--- config.mk ---
export PLATFORM = sky130hd
export DESIGN_NAME = block_layout_component_offsets
export DESIGN_NICKNAME = d
export VERILOG_FILES = /design/src/sv/blco_pkg.sv /design/src/sv/blco_dpath.sv /design/src/sv/blco_ctrl.sv /design/src/sv/block_layout_component_offsets.sv
export VERILOG_INCLUDE_DIRS = /design/src /design/src/sv
export SDC_FILE = /design/constraint.sdc
export NUM_CORES = 1
export LEC_CHECK = 0
export ABC_CLOCK_PERIOD_IN_PS = 14860
export BUFFER_PORTS_ARGS = -buffer_cell sky130_fd_sc_hd__buf_4
export CAP_MARGIN = 20
export CORE_MARGIN = 4
export CORE_UTILIZATION = 67
export CTS_BUF_LIST = sky130_fd_sc_hd__clkbuf_2
export CTS_CLUSTER_SIZE = 20
export DETAILED_ROUTE_END_ITERATION = 8
export GPL_ROUTABILITY_DRIVEN = 0
export PLACE_DENSITY_LB_ADDON = 0.08
export SLEW_MARGIN = 10
export SYNTH_ARGS = -nofsm -noshare
export SYNTH_HDL_FRONTEND = slang
export SYNTH_SLANG_ARGS = --single-unit
--- constraint.sdc ---
create_clock -name clock -period 14.86 [get_ports clock]
set_input_delay 2.229 -clock clock [delete_from_list [all_inputs] [get_ports clock]]
set_output_delay 2.229 -clock clock [all_outputs]
set_load 0.03 [all_outputs]
--- src/sv/block_layout_component_offsets_assert.svh ---
// ----------------------------------------------------------------------------
// block_layout_component_offsets_assert
// Assertion macros for the component offset block, clocked on clock and
// quiet while reset is high.
// ----------------------------------------------------------------------------
`ifndef BLOCK_LAYOUT_COMPONENT_OFFSETS_ASSERT_SVH
`define BLOCK_LAYOUT_COMPONENT_OFFSETS_ASSERT_SVH

// condition holds in the same cycle as the trigger
`define BLCO_ASSERT_IMPLIES(lbl, ante, cons, msg) \
   lbl: assert property (@(posedge clock) disable iff (reset) (ante) |-> (cons)) \
      else $error(msg);

// condition holds in the cycle after the trigger
`define BLCO_ASSERT_NEXT(lbl, ante, cons, msg) \
   lbl: assert property (@(posedge clock) disable iff (reset) (ante) |=> (cons)) \
      else $error(msg);

`endif

--- src/sv/blco_pkg.sv ---
// ----------------------------------------------------------------------------
// blco_pkg
// Shared types, shape table and constants for the std140 / std430 component
// offset block.
// ----------------------------------------------------------------------------
package blco_pkg;

   localparam logic [5:0] TYPE_COUNT    = 6'd58;
   localparam logic [6:0] VEC4_ALIGN    = 7'd16;
   localparam logic [2:0] WIDE_MINOR    = 3'd3;
   localparam logic [2:0] WIDE_MINOR_AS = 3'd4;

   typedef struct packed {
      logic [3:0] kind;
      logic [2:0] cols;
      logic [2:0] rows;
   } shape_type;

   typedef struct packed {
      logic load;
      logic advance;
   } cmd_type;

   typedef struct packed {
      logic last;
   } status_type;

   localparam shape_type SHAPE_TABLE [TYPE_COUNT] = '{
      '{4'd0, 3'd1, 3'd1}, '{4'd1, 3'd1, 3'd1}, '{4'd2, 3'd1, 3'd1},
      '{4'd3, 3'd1, 3'd1}, '{4'd4, 3'd1, 3'd1}, '{4'd5, 3'd1, 3'd1},
      '{4'd6, 3'd1, 3'd1}, '{4'd7, 3'd1, 3'd1}, '{4'd8, 3'd1, 3'd1},
      '{4'd9, 3'd1, 3'd1},
      '{4'd8, 3'd1, 3'd2}, '{4'd8, 3'd1, 3'd3}, '{4'd8, 3'd1, 3'd4},
      '{4'd9, 3'd1, 3'd2}, '{4'd9, 3'd1, 3'd3}, '{4'd9, 3'd1, 3'd4},
      '{4'd0, 3'd1, 3'd2}, '{4'd0, 3'd1, 3'd3}, '{4'd0, 3'd1, 3'd4},
      '{4'd1, 3'd1, 3'd2}, '{4'd1, 3'd1, 3'd3}, '{4'd1, 3'd1, 3'd4},
      '{4'd2, 3'd1, 3'd2}, '{4'd2, 3'd1, 3'd3}, '{4'd2, 3'd1, 3'd4},
      '{4'd3, 3'd1, 3'd2}, '{4'd3, 3'd1, 3'd3}, '{4'd3, 3'd1, 3'd4},
      '{4'd4, 3'd1, 3'd2}, '{4'd4, 3'd1, 3'd3}, '{4'd4, 3'd1, 3'd4},
      '{4'd5, 3'd1, 3'd2}, '{4'd5, 3'd1, 3'd3}, '{4'd5, 3'd1, 3'd4},
      '{4'd6, 3'd1, 3'd2}, '{4'd6, 3'd1, 3'd3}, '{4'd6, 3'd1, 3'd4},
      '{4'd7, 3'd1, 3'd2}, '{4'd7, 3'd1, 3'd3}, '{4'd7, 3'd1, 3'd4},
      '{4'd8, 3'd2, 3'd2}, '{4'd8, 3'd2, 3'd3}, '{4'd8, 3'd2, 3'd4},
      '{4'd8, 3'd3, 3'd2}, '{4'd8, 3'd3, 3'd3}, '{4'd8, 3'd3, 3'd4},
      '{4'd8, 3'd4, 3'd2}, '{4'd8, 3'd4, 3'd3}, '{4'd8, 3'd4, 3'd4},
      '{4'd9, 3'd2, 3'd2}, '{4'd9, 3'd2, 3'd3}, '{4'd9, 3'd2, 3'd4},
      '{4'd9, 3'd3, 3'd2}, '{4'd9, 3'd3, 3'd3}, '{4'd9, 3'd3, 3'd4},
      '{4'd9, 3'd4, 3'd2}, '{4'd9, 3'd4, 3'd3}, '{4'd9, 3'd4, 3'd4}
   };

   // component size in bytes per base kind
   function automatic logic [3:0] kind_bytes(input logic [3:0] kind);
      logic [3:0] bytes;
      unique case (kind)
         4'd0, 4'd1, 4'd8: bytes = 4'd4;
         4'd2, 4'd3:       bytes = 4'd1;
         4'd4, 4'd5:       bytes = 4'd2;
         4'd6, 4'd7, 4'd9: bytes = 4'd8;
         default:          bytes = 4'd0;
      endcase
      return bytes;
   endfunction

endpackage

--- src/sv/blco_dpath.sv ---
// ----------------------------------------------------------------------------
// blco_dpath
// Shape lookup, stride and size arithmetic, and the component offset walker.
// ----------------------------------------------------------------------------
module blco_dpath
   import blco_pkg::*;
(
   input  logic        clock,
   input  logic [5:0]  req_type_code,
   input  logic        req_layout_std,
   input  logic        req_major_axis,
   input  cmd_type     cmd,
   output status_type  status,
   output logic [6:0]  rsp_offset,
   output logic [3:0]  rsp_base_kind,
   output logic [5:0]  rsp_stride,
   output logic [7:0]  rsp_total_size,
   output logic        rsp_error
);

   logic        code_ok;
   logic [5:0]  tab_idx;
   shape_type   shp;
   logic [3:0]  size_w;
   logic        row_maj;
   logic [2:0]  major_w;
   logic [2:0]  minor_w;
   logic [2:0]  minor_eff;
   logic [6:0]  align_w;
   logic [6:0]  rounded_w;
   logic [6:0]  stride_w;
   logic [2:0]  major_m1;
   logic [6:0]  minor_bytes;
   logic [7:0]  total_w;

   logic [3:0]  kind_ff,   kind_in;
   logic [5:0]  stride_ff, stride_in;
   logic [7:0]  total_ff,  total_in;
   logic        err_ff,    err_in;
   logic [5:0]  inner_ff,  inner_in;
   logic [5:0]  outer_ff,  outer_in;
   logic [1:0]  rmax_ff,   rmax_in;
   logic [1:0]  cmax_ff,   cmax_in;
   logic [1:0]  r_ff,      r_in;
   logic [1:0]  c_ff,      c_in;
   logic [6:0]  off_ff,    off_in;
   logic [6:0]  base_ff,   base_in;

   assign code_ok     = req_type_code < TYPE_COUNT;
   assign tab_idx     = code_ok ? req_type_code : 6'd0;
   assign shp         = SHAPE_TABLE[tab_idx];
   assign size_w      = kind_bytes(shp.kind);
   assign row_maj     = req_major_axis && (shp.cols != 3'd1);
   assign major_w     = row_maj ? shp.rows : shp.cols;
   assign minor_w     = row_maj ? shp.cols : shp.rows;
   assign minor_eff   = (minor_w == WIDE_MINOR) ? WIDE_MINOR_AS : minor_w;
   assign align_w     = {3'b0, size_w} * {4'b0, minor_eff};
   assign rounded_w   = (align_w + (VEC4_ALIGN - 7'd1)) & ~(VEC4_ALIGN - 7'd1);
   assign stride_w    = req_layout_std ? align_w : rounded_w;
   assign major_m1    = major_w - 3'd1;
   assign minor_bytes = {3'b0, size_w} * {4'b0, minor_w};
   assign total_w     = ({6'b0, major_m1[1:0]} * {2'b0, stride_w[5:0]})
                      + {1'b0, minor_bytes};

   always_comb begin
      kind_in   = kind_ff;
      stride_in = stride_ff;
      total_in  = total_ff;
      err_in    = err_ff;
      inner_in  = inner_ff;
      outer_in  = outer_ff;
      rmax_in   = rmax_ff;
      cmax_in   = cmax_ff;
      r_in      = r_ff;
      c_in      = c_ff;
      off_in    = off_ff;
      base_in   = base_ff;
      if (cmd.load) begin
         r_in    = 2'd0;
         c_in    = 2'd0;
         off_in  = 7'd0;
         base_in = 7'd0;
         if (code_ok) begin
            kind_in   = shp.kind;
            stride_in = stride_w[5:0];
            total_in  = total_w;
            err_in    = 1'b0;
            inner_in  = row_maj ? stride_w[5:0] : {2'b0, size_w};
            outer_in  = row_maj ? {2'b0, size_w} : stride_w[5:0];
            rmax_in   = 2'(shp.rows - 3'd1);
            cmax_in   = 2'(shp.cols - 3'd1);
         end else begin
            kind_in   = 4'd0;
            stride_in = 6'd0;
            total_in  = 8'd0;
            err_in    = 1'b1;
            inner_in  = 6'd0;
            outer_in  = 6'd0;
            rmax_in   = 2'd0;
            cmax_in   = 2'd0;
         end
      end else if (cmd.advance) begin
         if (r_ff == rmax_ff) begin
            r_in    = 2'd0;
            c_in    = c_ff + 2'd1;
            base_in = base_ff + {1'b0, outer_ff};
            off_in  = base_ff + {1'b0, outer_ff};
         end else begin
            r_in    = r_ff + 2'd1;
            off_in  = off_ff + {1'b0, inner_ff};
         end
      end
   end

   always_ff @(posedge clock) begin
      kind_ff   <= kind_in;
      stride_ff <= stride_in;
      total_ff  <= total_in;
      err_ff    <= err_in;
      inner_ff  <= inner_in;
      outer_ff  <= outer_in;
      rmax_ff   <= rmax_in;
      cmax_ff   <= cmax_in;
      r_ff      <= r_in;
      c_ff      <= c_in;
      off_ff    <= off_in;
      base_ff   <= base_in;
   end

   assign status.last    = (r_ff == rmax_ff) && (c_ff == cmax_ff);
   assign rsp_offset     = off_ff;
   assign rsp_base_kind  = kind_ff;
   assign rsp_stride     = stride_ff;
   assign rsp_total_size = total_ff;
   assign rsp_error      = err_ff;

endmodule

--- src/sv/blco_ctrl.sv ---
// ----------------------------------------------------------------------------
// blco_ctrl
// Request / response sequencer: loads a request into the datapath and steps
// it through its components as responses are taken.
// ----------------------------------------------------------------------------
module blco_ctrl
   import blco_pkg::*;
(
   input  logic        clock,
   input  logic        reset,
   input  logic        req_valid,
   output logic        req_stall,
   output logic        rsp_valid,
   input  logic        rsp_stall,
   input  status_type  status,
   output cmd_type     cmd
);

   localparam logic ST_IDLE = 1'b0;
   localparam logic ST_RUN  = 1'b1;

   logic state_ff, state_in;
   logic take;
   logic done;

   assign take      = (state_ff == ST_RUN) && !rsp_stall;
   assign done      = take && status.last;
   assign req_stall = !((state_ff == ST_IDLE) || done);
   assign rsp_valid = (state_ff == ST_RUN);

   assign cmd.load    = req_valid && !req_stall;
   assign cmd.advance = take && !status.last;

   always_comb begin
      state_in = state_ff;
      unique case (state_ff)
         ST_IDLE: begin
            if (cmd.load) state_in = ST_RUN;
         end
         ST_RUN: begin
            if (done) state_in = cmd.load ? ST_RUN : ST_IDLE;
         end
         default: state_in = ST_IDLE;
      endcase
   end

   always_ff @(posedge clock) begin
      if (reset) begin
         state_ff <= ST_IDLE;
      end else begin
         state_ff <= state_in;
      end
   end

endmodule

--- src/sv/block_layout_component_offsets.sv ---
// ----------------------------------------------------------------------------
// block_layout_component_offsets
// Byte offset of every component of a shader scalar, vector or matrix under
// the std140 or std430 layout rules.
// ----------------------------------------------------------------------------
// A request is taken while the block is idle or in the cycle its final
// response leaves. The first response is shown in the cycle after the
// request is taken; a type gives cols * rows responses (1 to 16), one per
// cycle when the response side does not stall, stepped by the row / column
// counter in the datapath. Responses run column by column, row by row
// within a column, and the final one carries last. A type code beyond the
// table gives one response with error and last.
// ----------------------------------------------------------------------------
`include "block_layout_component_offsets_assert.svh"

module block_layout_component_offsets
   import blco_pkg::*;
(
   input  logic        clock,
   input  logic        reset,
   input  logic        req_valid,
   output logic        req_stall,
   input  logic [5:0]  req_type_code,
   input  logic        req_layout_std,
   input  logic        req_major_axis,
   output logic        rsp_valid,
   input  logic        rsp_stall,
   output logic [6:0]  rsp_offset,
   output logic [3:0]  rsp_base_kind,
   output logic [5:0]  rsp_stride,
   output logic [7:0]  rsp_total_size,
   output logic        rsp_last,
   output logic        rsp_error
);

   cmd_type    cmd;
   status_type status;

   blco_ctrl u_ctrl (
      .clock     (clock),
      .reset     (reset),
      .req_valid (req_valid),
      .req_stall (req_stall),
      .rsp_valid (rsp_valid),
      .rsp_stall (rsp_stall),
      .status    (status),
      .cmd       (cmd)
   );

   blco_dpath u_dpath (
      .clock          (clock),
      .req_type_code  (req_type_code),
      .req_layout_std (req_layout_std),
      .req_major_axis (req_major_axis),
      .cmd            (cmd),
      .status         (status),
      .rsp_offset     (rsp_offset),
      .rsp_base_kind  (rsp_base_kind),
      .rsp_stride     (rsp_stride),
      .rsp_total_size (rsp_total_size),
      .rsp_error      (rsp_error)
   );

   assign rsp_last = status.last;

   `BLCO_ASSERT_NEXT(a_req_gives_rsp, req_valid && !req_stall, rsp_valid, "request without response")
   `BLCO_ASSERT_IMPLIES(a_err_single, rsp_valid && rsp_error, rsp_last && (rsp_offset == 7'd0), "error response not single")
   `BLCO_ASSERT_IMPLIES(a_off_in_size, rsp_valid && !rsp_error, {1'b0, rsp_offset} < rsp_total_size, "offset beyond size")
   `BLCO_ASSERT_IMPLIES(a_busy_stall, rsp_valid && !rsp_last, req_stall, "request taken mid value")

endmodule
==> results.ini, run 1 <==
[pwr]
power_per_cell_area_mw_per_mm2=95.42
vdd_drop_max_uv=53.87
finalPower_uw=480.7
p_leak_uw=0.002202

[logic_synthesis]
synth_cell_type_count=63
synth_flop_cell=edfxtp_1
yosysSeqAreaShare_pct=30.30
synth_cells=529
synth_warnings=0
synth_edf_count=35
synth_area_leaders=edfxtp_1 (22%), ha_1 (9.3%), dfxtp_1 (8.1%)
syn_area_mm2=0.004725
synth_top_area_cell=edfxtp_1
synth-seq-cells=54
yosysMostFrequentCell=nor2_1
async_reset_ff_share_pct=0
synth_top_cell_area_share_pct=22.25
syn_area_per_cell_um2=8.931
syn_nets=592
synthTopCellsByCount=nor2_1 (49), inv_1 (45), nand2_1 (42)

[final_layout]
multiInputGateArea_mm2=0.002962
fillers=527
final_nets=613
seqCellArea_mm2=0.001431
n_antenna_cell=0
finish.utilization_pct=73.74
area_growth_pct=6.621
drive_above_1_share_pct=12.70
fin_cells=647

[global_route]
track_usage_pct=24.75
grt_max_degree=54
grt_overflow_total=0
grt_pass1_wl_um=16910
antenna_found_initial=0
grt_pass1_vias=3637

[sta]
finalSetupTns_ns=0
layout_min_cycle_time_ns=9.363
worst_slack_ns=5.497
tightest_slew_ns=0.6836
fin_crit_sh_pct=63.01
finalMaxSlewViolations=0
finalClockSkew_ns=0.04421
relSlewSlack_pct=54.38
clock.fmax_mhz=106.8
hold_viol=0
final-setup-viol-count=0
rsz0062_at_grt=no

[setup_path]
start_kind=input pin
cpMostUsedCell=fa_1
timing.critical_path.slowest_stage_cell=fa_1
worstSetupPathType=input pin to flop
critPathBufInv=2
crit_fanout=38
r2r_start=u_dpath.rmax_ff[0]
cpPeakStageDelay_ns=0.57
cp_top_family=adder cells
end_kind=flop
arrival_ns=9.62
startpoint=req_type_code[2]
crit_required_ns=15.11

[detailed_routing]
drt_iter0_drc=277
wire_per_inst_um=15.89
vias=3886
final_antenna_net_count=0
viasPerCell=6.006
wl_met2_um=5002
met3WireLength_um=582
dr.pass1.iters=6
drc_errors=0
wirelength_um=10280
top_layer=met4
drt-met1-wl_um=4443

[job]
cap_violations=0

[clock_tree]
cts_resized=0
cts_setup_buffers=0
cts_buffer_depth=2
h-tree-depth=2
cts_hold_buffers=0
cts.sinks=54
clk_pin_slew_ns=0.31
cts_tree=done
root_buffer=clkbuf_2
numCtsBuffers=5
clock_latency_ns=0.47

[die]
initial_core_util_pct=69.16
fp.dieH_um=91.98
io_pins=41
num_rows=30
dieArea_mm2=0.008459
die_w_um=91.98
core_mm2=0.006832

[worst_hold_path]
min_path_type=flop to flop
min_from=u_dpath.base_ff[2]

[placement]
io_buffers=40
dp.cells=639
pre_cts_slack_ns=5.025
dp_hpwl_um=7705

[run_status]
status=completed

[worst paths after layout]
check                              end  slack (ns)  cells after the start
min                 u_dpath.base_ff[2]        0.50                      2
max reg2reg        u_dpath.outer_ff[5]       12.37                      7
min reg2reg         u_dpath.base_ff[2]        0.50                      2
max          u_dpath.rsp_total_size[7]        5.50                     29
[tightest hold or removal path, delay by kind of cell (launching register included)]
| kind | cells | cell delay [ns] |
|---|---|---|
| AOI/OAI and AO/OA | 1 | 0.07 |
| and+or+nand+nor | 1 | 0.05 |
| DFF | 1 | 0.38 |
[report_power, final]
part / switching (uW) / internal (uW)
clock: 51.5 / 12.4
combinational: 139 / 87.4
sequential: 7.84 / 183
total: 198 / 283
[registers in the layout, indices dropped and copies added (netlist names)]
| register | cells |
|---|---|
| u_dpath.rsp_total_size | 8 |
| u_dpath.base_ff | 7 |
| u_dpath.rmax_ff | 2 |
| u_ctrl.rsp_valid | 1 |
| u_dpath.r_ff | 2 |
| u_dpath.inner_ff | 6 |
| u_dpath.rsp_offset | 7 |
| u_dpath.outer_ff | 6 |
| u_dpath.rsp_error | 1 |
| u_dpath.rsp_stride | 6 |
| u_dpath.c_ff | 2 |
| u_dpath.cmax_ff | 2 |
| u_dpath.rsp_base_kind | 4 |
[metrics by stage]
step	hold slack, ns	area (um^2)
5_1_grt	0.5340	5037
2_1_floorplan	0.4511	4725
3_5_place_dp	0.4789	4990
4_1_cts	0.5088	5037
3_3_place_gp	0.4605	4990
6_report	0.5020	5037
[cells by family (layout without fill, tap and decap cells)]
family / Yosys count / after routing / synth area share (%)
DFF: 54 / 54 / 30.30
muxes: 12 / 12 / 2.569
AOI/OAI and AO/OA: 142 / 142 / 20.71
adders and majority gates: 51 / 51 / 16.05
xor gates and xnor gates: 24 / 24 / 5.006
and+or+nand+nor: 174 / 174 / 18.19
buffers and inverters: 72 / 94 / 7.177
[per-layer routing]
| metal | vias up | GRT usage, % |
|---|---|---|
| li1 | 1912 | - |
| met1 | 1804 | 32.38 |
| met2 | 141 | 41.48 |
| met3 | 29 | 3.692 |
| met4 | 0 | 9.406 |
| met5 | - | 0 |
[cells in the final DEF (no fill, tap or decap), drive strengths merged, types with 4 or more instances in the layout]
cell | synthesis | routed
nand2b | 12 | 12
xor2 | 8 | 8
nand3 | 23 | 23
a21boi | 4 | 4
o211ai | 7 | 7
o21a | 5 | 5
dfxtp | 19 | 19
and2 | 12 | 12
o22ai | 8 | 8
o21ai | 39 | 39
o31ai | 7 | 7
a21o | 13 | 13
buf | 15 | 41
clkbuf | 12 | 5
nor3 | 7 | 7
inv | 45 | 47
nor2 | 49 | 49
a21oi | 28 | 28
and3 | 4 | 4
mux2i | 11 | 11
nor2b | 13 | 13
nand2 | 42 | 42
xnor2 | 16 | 16
ha | 35 | 35
edfxtp | 35 | 35
fa | 16 | 16
a211oi | 12 | 12
[layout make-up]
| class | instances | share of cell area (%) |
|---|---|---|
| clock buffers | 5 | 0.4968 |
| clock inverters | 3 | 0.4471 |
| inverters | 45 | 3.353 |
| multi-input cells | 403 | 58.79 |
| flip-flops and latches | 54 | 28.42 |
| well taps | 96 | 2.384 |
| repair buffers | 41 | 6.110 |
(Power assumes the default switching activity.)
==> run 2, diff against run 1 <==
ABC_CLOCK_PERIOD_IN_PS = 9500   (was 14860)
CORE_UTILIZATION = 63   (was 67)
clock period = 9.5 ns   (was 14.86 ns; I/O delays follow)
==> run 2 against run 1 <==
Against the previous run:
- clock skew decreased by 0.027 ns
- flip-flop and latch count is the same
- worst hold slack improved by 0.013 ns
- utilization shrank 4.3 points
- combinational power grew 58%
- clock power increased by 53%
- clock-buffer cell count did not move
- cell count up 0.46%
- power up 57%
- via count up 1.1%
- largest cell class unchanged
- largest power group unchanged
==> results.ini, run 2 (synthesized netlist as in run 1, its figures left out) <==
[sta]
finalClockSkew_ns=0.01730
final-setup-viol-count=0
finalSetupTns_ns=0
layout_min_cycle_time_ns=8.680
finalMaxSlewViolations=0
hold_viol=0
clock.fmax_mhz=115.2
relSlewSlack_pct=54.34
worst_slack_ns=0.8202
rsz0062_at_grt=no
fin_crit_sh_pct=91.37
tightest_slew_ns=0.6827

[final_layout]
drive_above_1_share_pct=12.52
final_cell_mix=nor2_1 (48), inv_1 (45), nand2_1 (42)
final_nets=613
final_common_cell=nor2_1
area_growth_pct=6.621
largest_reg_flops=8
n_antenna_cell=0

[global_route]
top_usage_layer=met2
grt_overflow_total=0
grt_pass1_wl_um=17470
antenna_found_initial=0
grt_max_degree=54
track_usage_pct=24.59
grt_util_met1_pct=32.38
grt_use_met3_pct=3.108
grt_pass1_vias=3761
met2_usage_pct=41.98

[worst_hold_path]
min_from=u_dpath.base_ff[0]
min_path_type=flop to flop

[clock_tree]
clock_latency_ns=0.46
cts_tree=done
h-tree-depth=2
numCtsBuffers=5
clk_pin_slew_ns=0.30
cts_setup_buffers=0
cts_resized=0
cts_hold_buffers=0
root_buffer=clkbuf_2
cts.sinks=54
cts_buffer_depth=2

[detailed_routing]
drt_iter0_drc=292
vias=3927
dr.pass1.iters=5
wire_per_inst_um=16.17
wirelength_um=10510
viasPerCell=6.042
final_antenna_net_count=0
drc_errors=0

[placement]
pre_cts_slack_ns=0.4071
io_buffers=40
dp_hpwl_um=7941

[die]
core_mm2=0.007253
initial_core_util_pct=65.14
fp.dieH_um=94.60
io_pins=41
num_rows=31
dieArea_mm2=0.008949
die_w_um=94.60

[pwr]
power_per_cell_area_mw_per_mm2=149.4
clockPowerShare_pct=13.0
p_int_uw=442.1
p_sw_share_pct=41.28
pwr-share-comb_pct=47.3
vdd_drop_max_uv=83.36
p_leak_uw=0.002204
sequentialPowerShare_pct=39.7
power.switching_uw=310.7

[setup_path]
end_kind=flop
r2r_start=u_dpath.rmax_ff[1]
startpoint=req_type_code[2]
worstSetupPathType=input pin to flop
critPathBufInv=4
crit_fanout=38
cpPeakStageDelay_ns=0.57
arrival_ns=8.93
start_kind=input pin
crit_required_ns=9.75
cpMostUsedCell=fa_1
timing.critical_path.slowest_stage_cell=fa_1
cp_top_family=adder cells

[job]
cap_violations=0

[run_status]
status=completed

## run 2: changes by cell type in the layout (fill, tap and decap cells not counted)
cell / previous run / this run
clkinv_1: 0 / 1
clkinvlp_4: 1 / 0
## run 2: worst register-to-register path, cell delays in order, from the launching register on
cell	delay, ns
edfxtp_1	0.46
xnor2_1	0.18
and2_1	0.32
nand3_1	0.16
o21ai_0	0.25
inv_1	0.12
nor2_4	0.08
buf_4	0.51
## run 2: final cells by class
| class | instances | area (um^2) |
|---|---|---|
| Sequential cell | 54 | 1431 |
| Multi-Input combinational cell | 403 | 2962 |
| Tap cell | 99 | 123.9 |
| Clock inverter | 3 | 18.77 |
| Timing Repair Buffer | 41 | 307.8 |
| Fill cell | 603 | 2216 |
| Clock buffer | 5 | 25.02 |
| Inverter | 45 | 168.9 |
## run 2: power by group through the flow
stage               Combinational (uW)  Clock (uW)  Sequential [uW]
finish                             356        98.0              299
global placement                   343           0              302
floorplan                          242           0              332
CTS                                356         100              299
global route                       398         109              301
detailed placement                 355           0              304
## run 2: final timing paths
check	depth (start not counted)	to	slack, ns
hold / removal	2	u_dpath.base_ff[0]	0.51
hold reg to reg	2	u_dpath.base_ff[0]	0.51
setup / recovery	30	u_dpath.rsp_total_size[7]	0.82
setup reg to reg	7	u_dpath.rsp_base_kind[0]	7.07
## run 2: metal layers
metal	vias to the layer above	routed length (um)
met5	-	0
met4	0	190
met3	21	610
met2	133	5285
met1	1864	4424
li1	1909	-
## run 2: metrics by stage
stage | instance area, um^2 | total power [uW] | instances | utilization (%) | hold WS (ns)
after floorplan | 4725 | 574.4 | 529 | - | 0.4511
after global placement | 4994 | 644.9 | 642 | 68.85 | 0.4601
after detailed placement | 4994 | 658.4 | 642 | 68.85 | 0.4802
after CTS | 5037 | 754.9 | 650 | 69.45 | 0.5095
after global routing | 5037 | 808.0 | 650 | 69.45 | 0.5146
final | 5037 | 752.8 | 650 | 69.45 | 0.5147
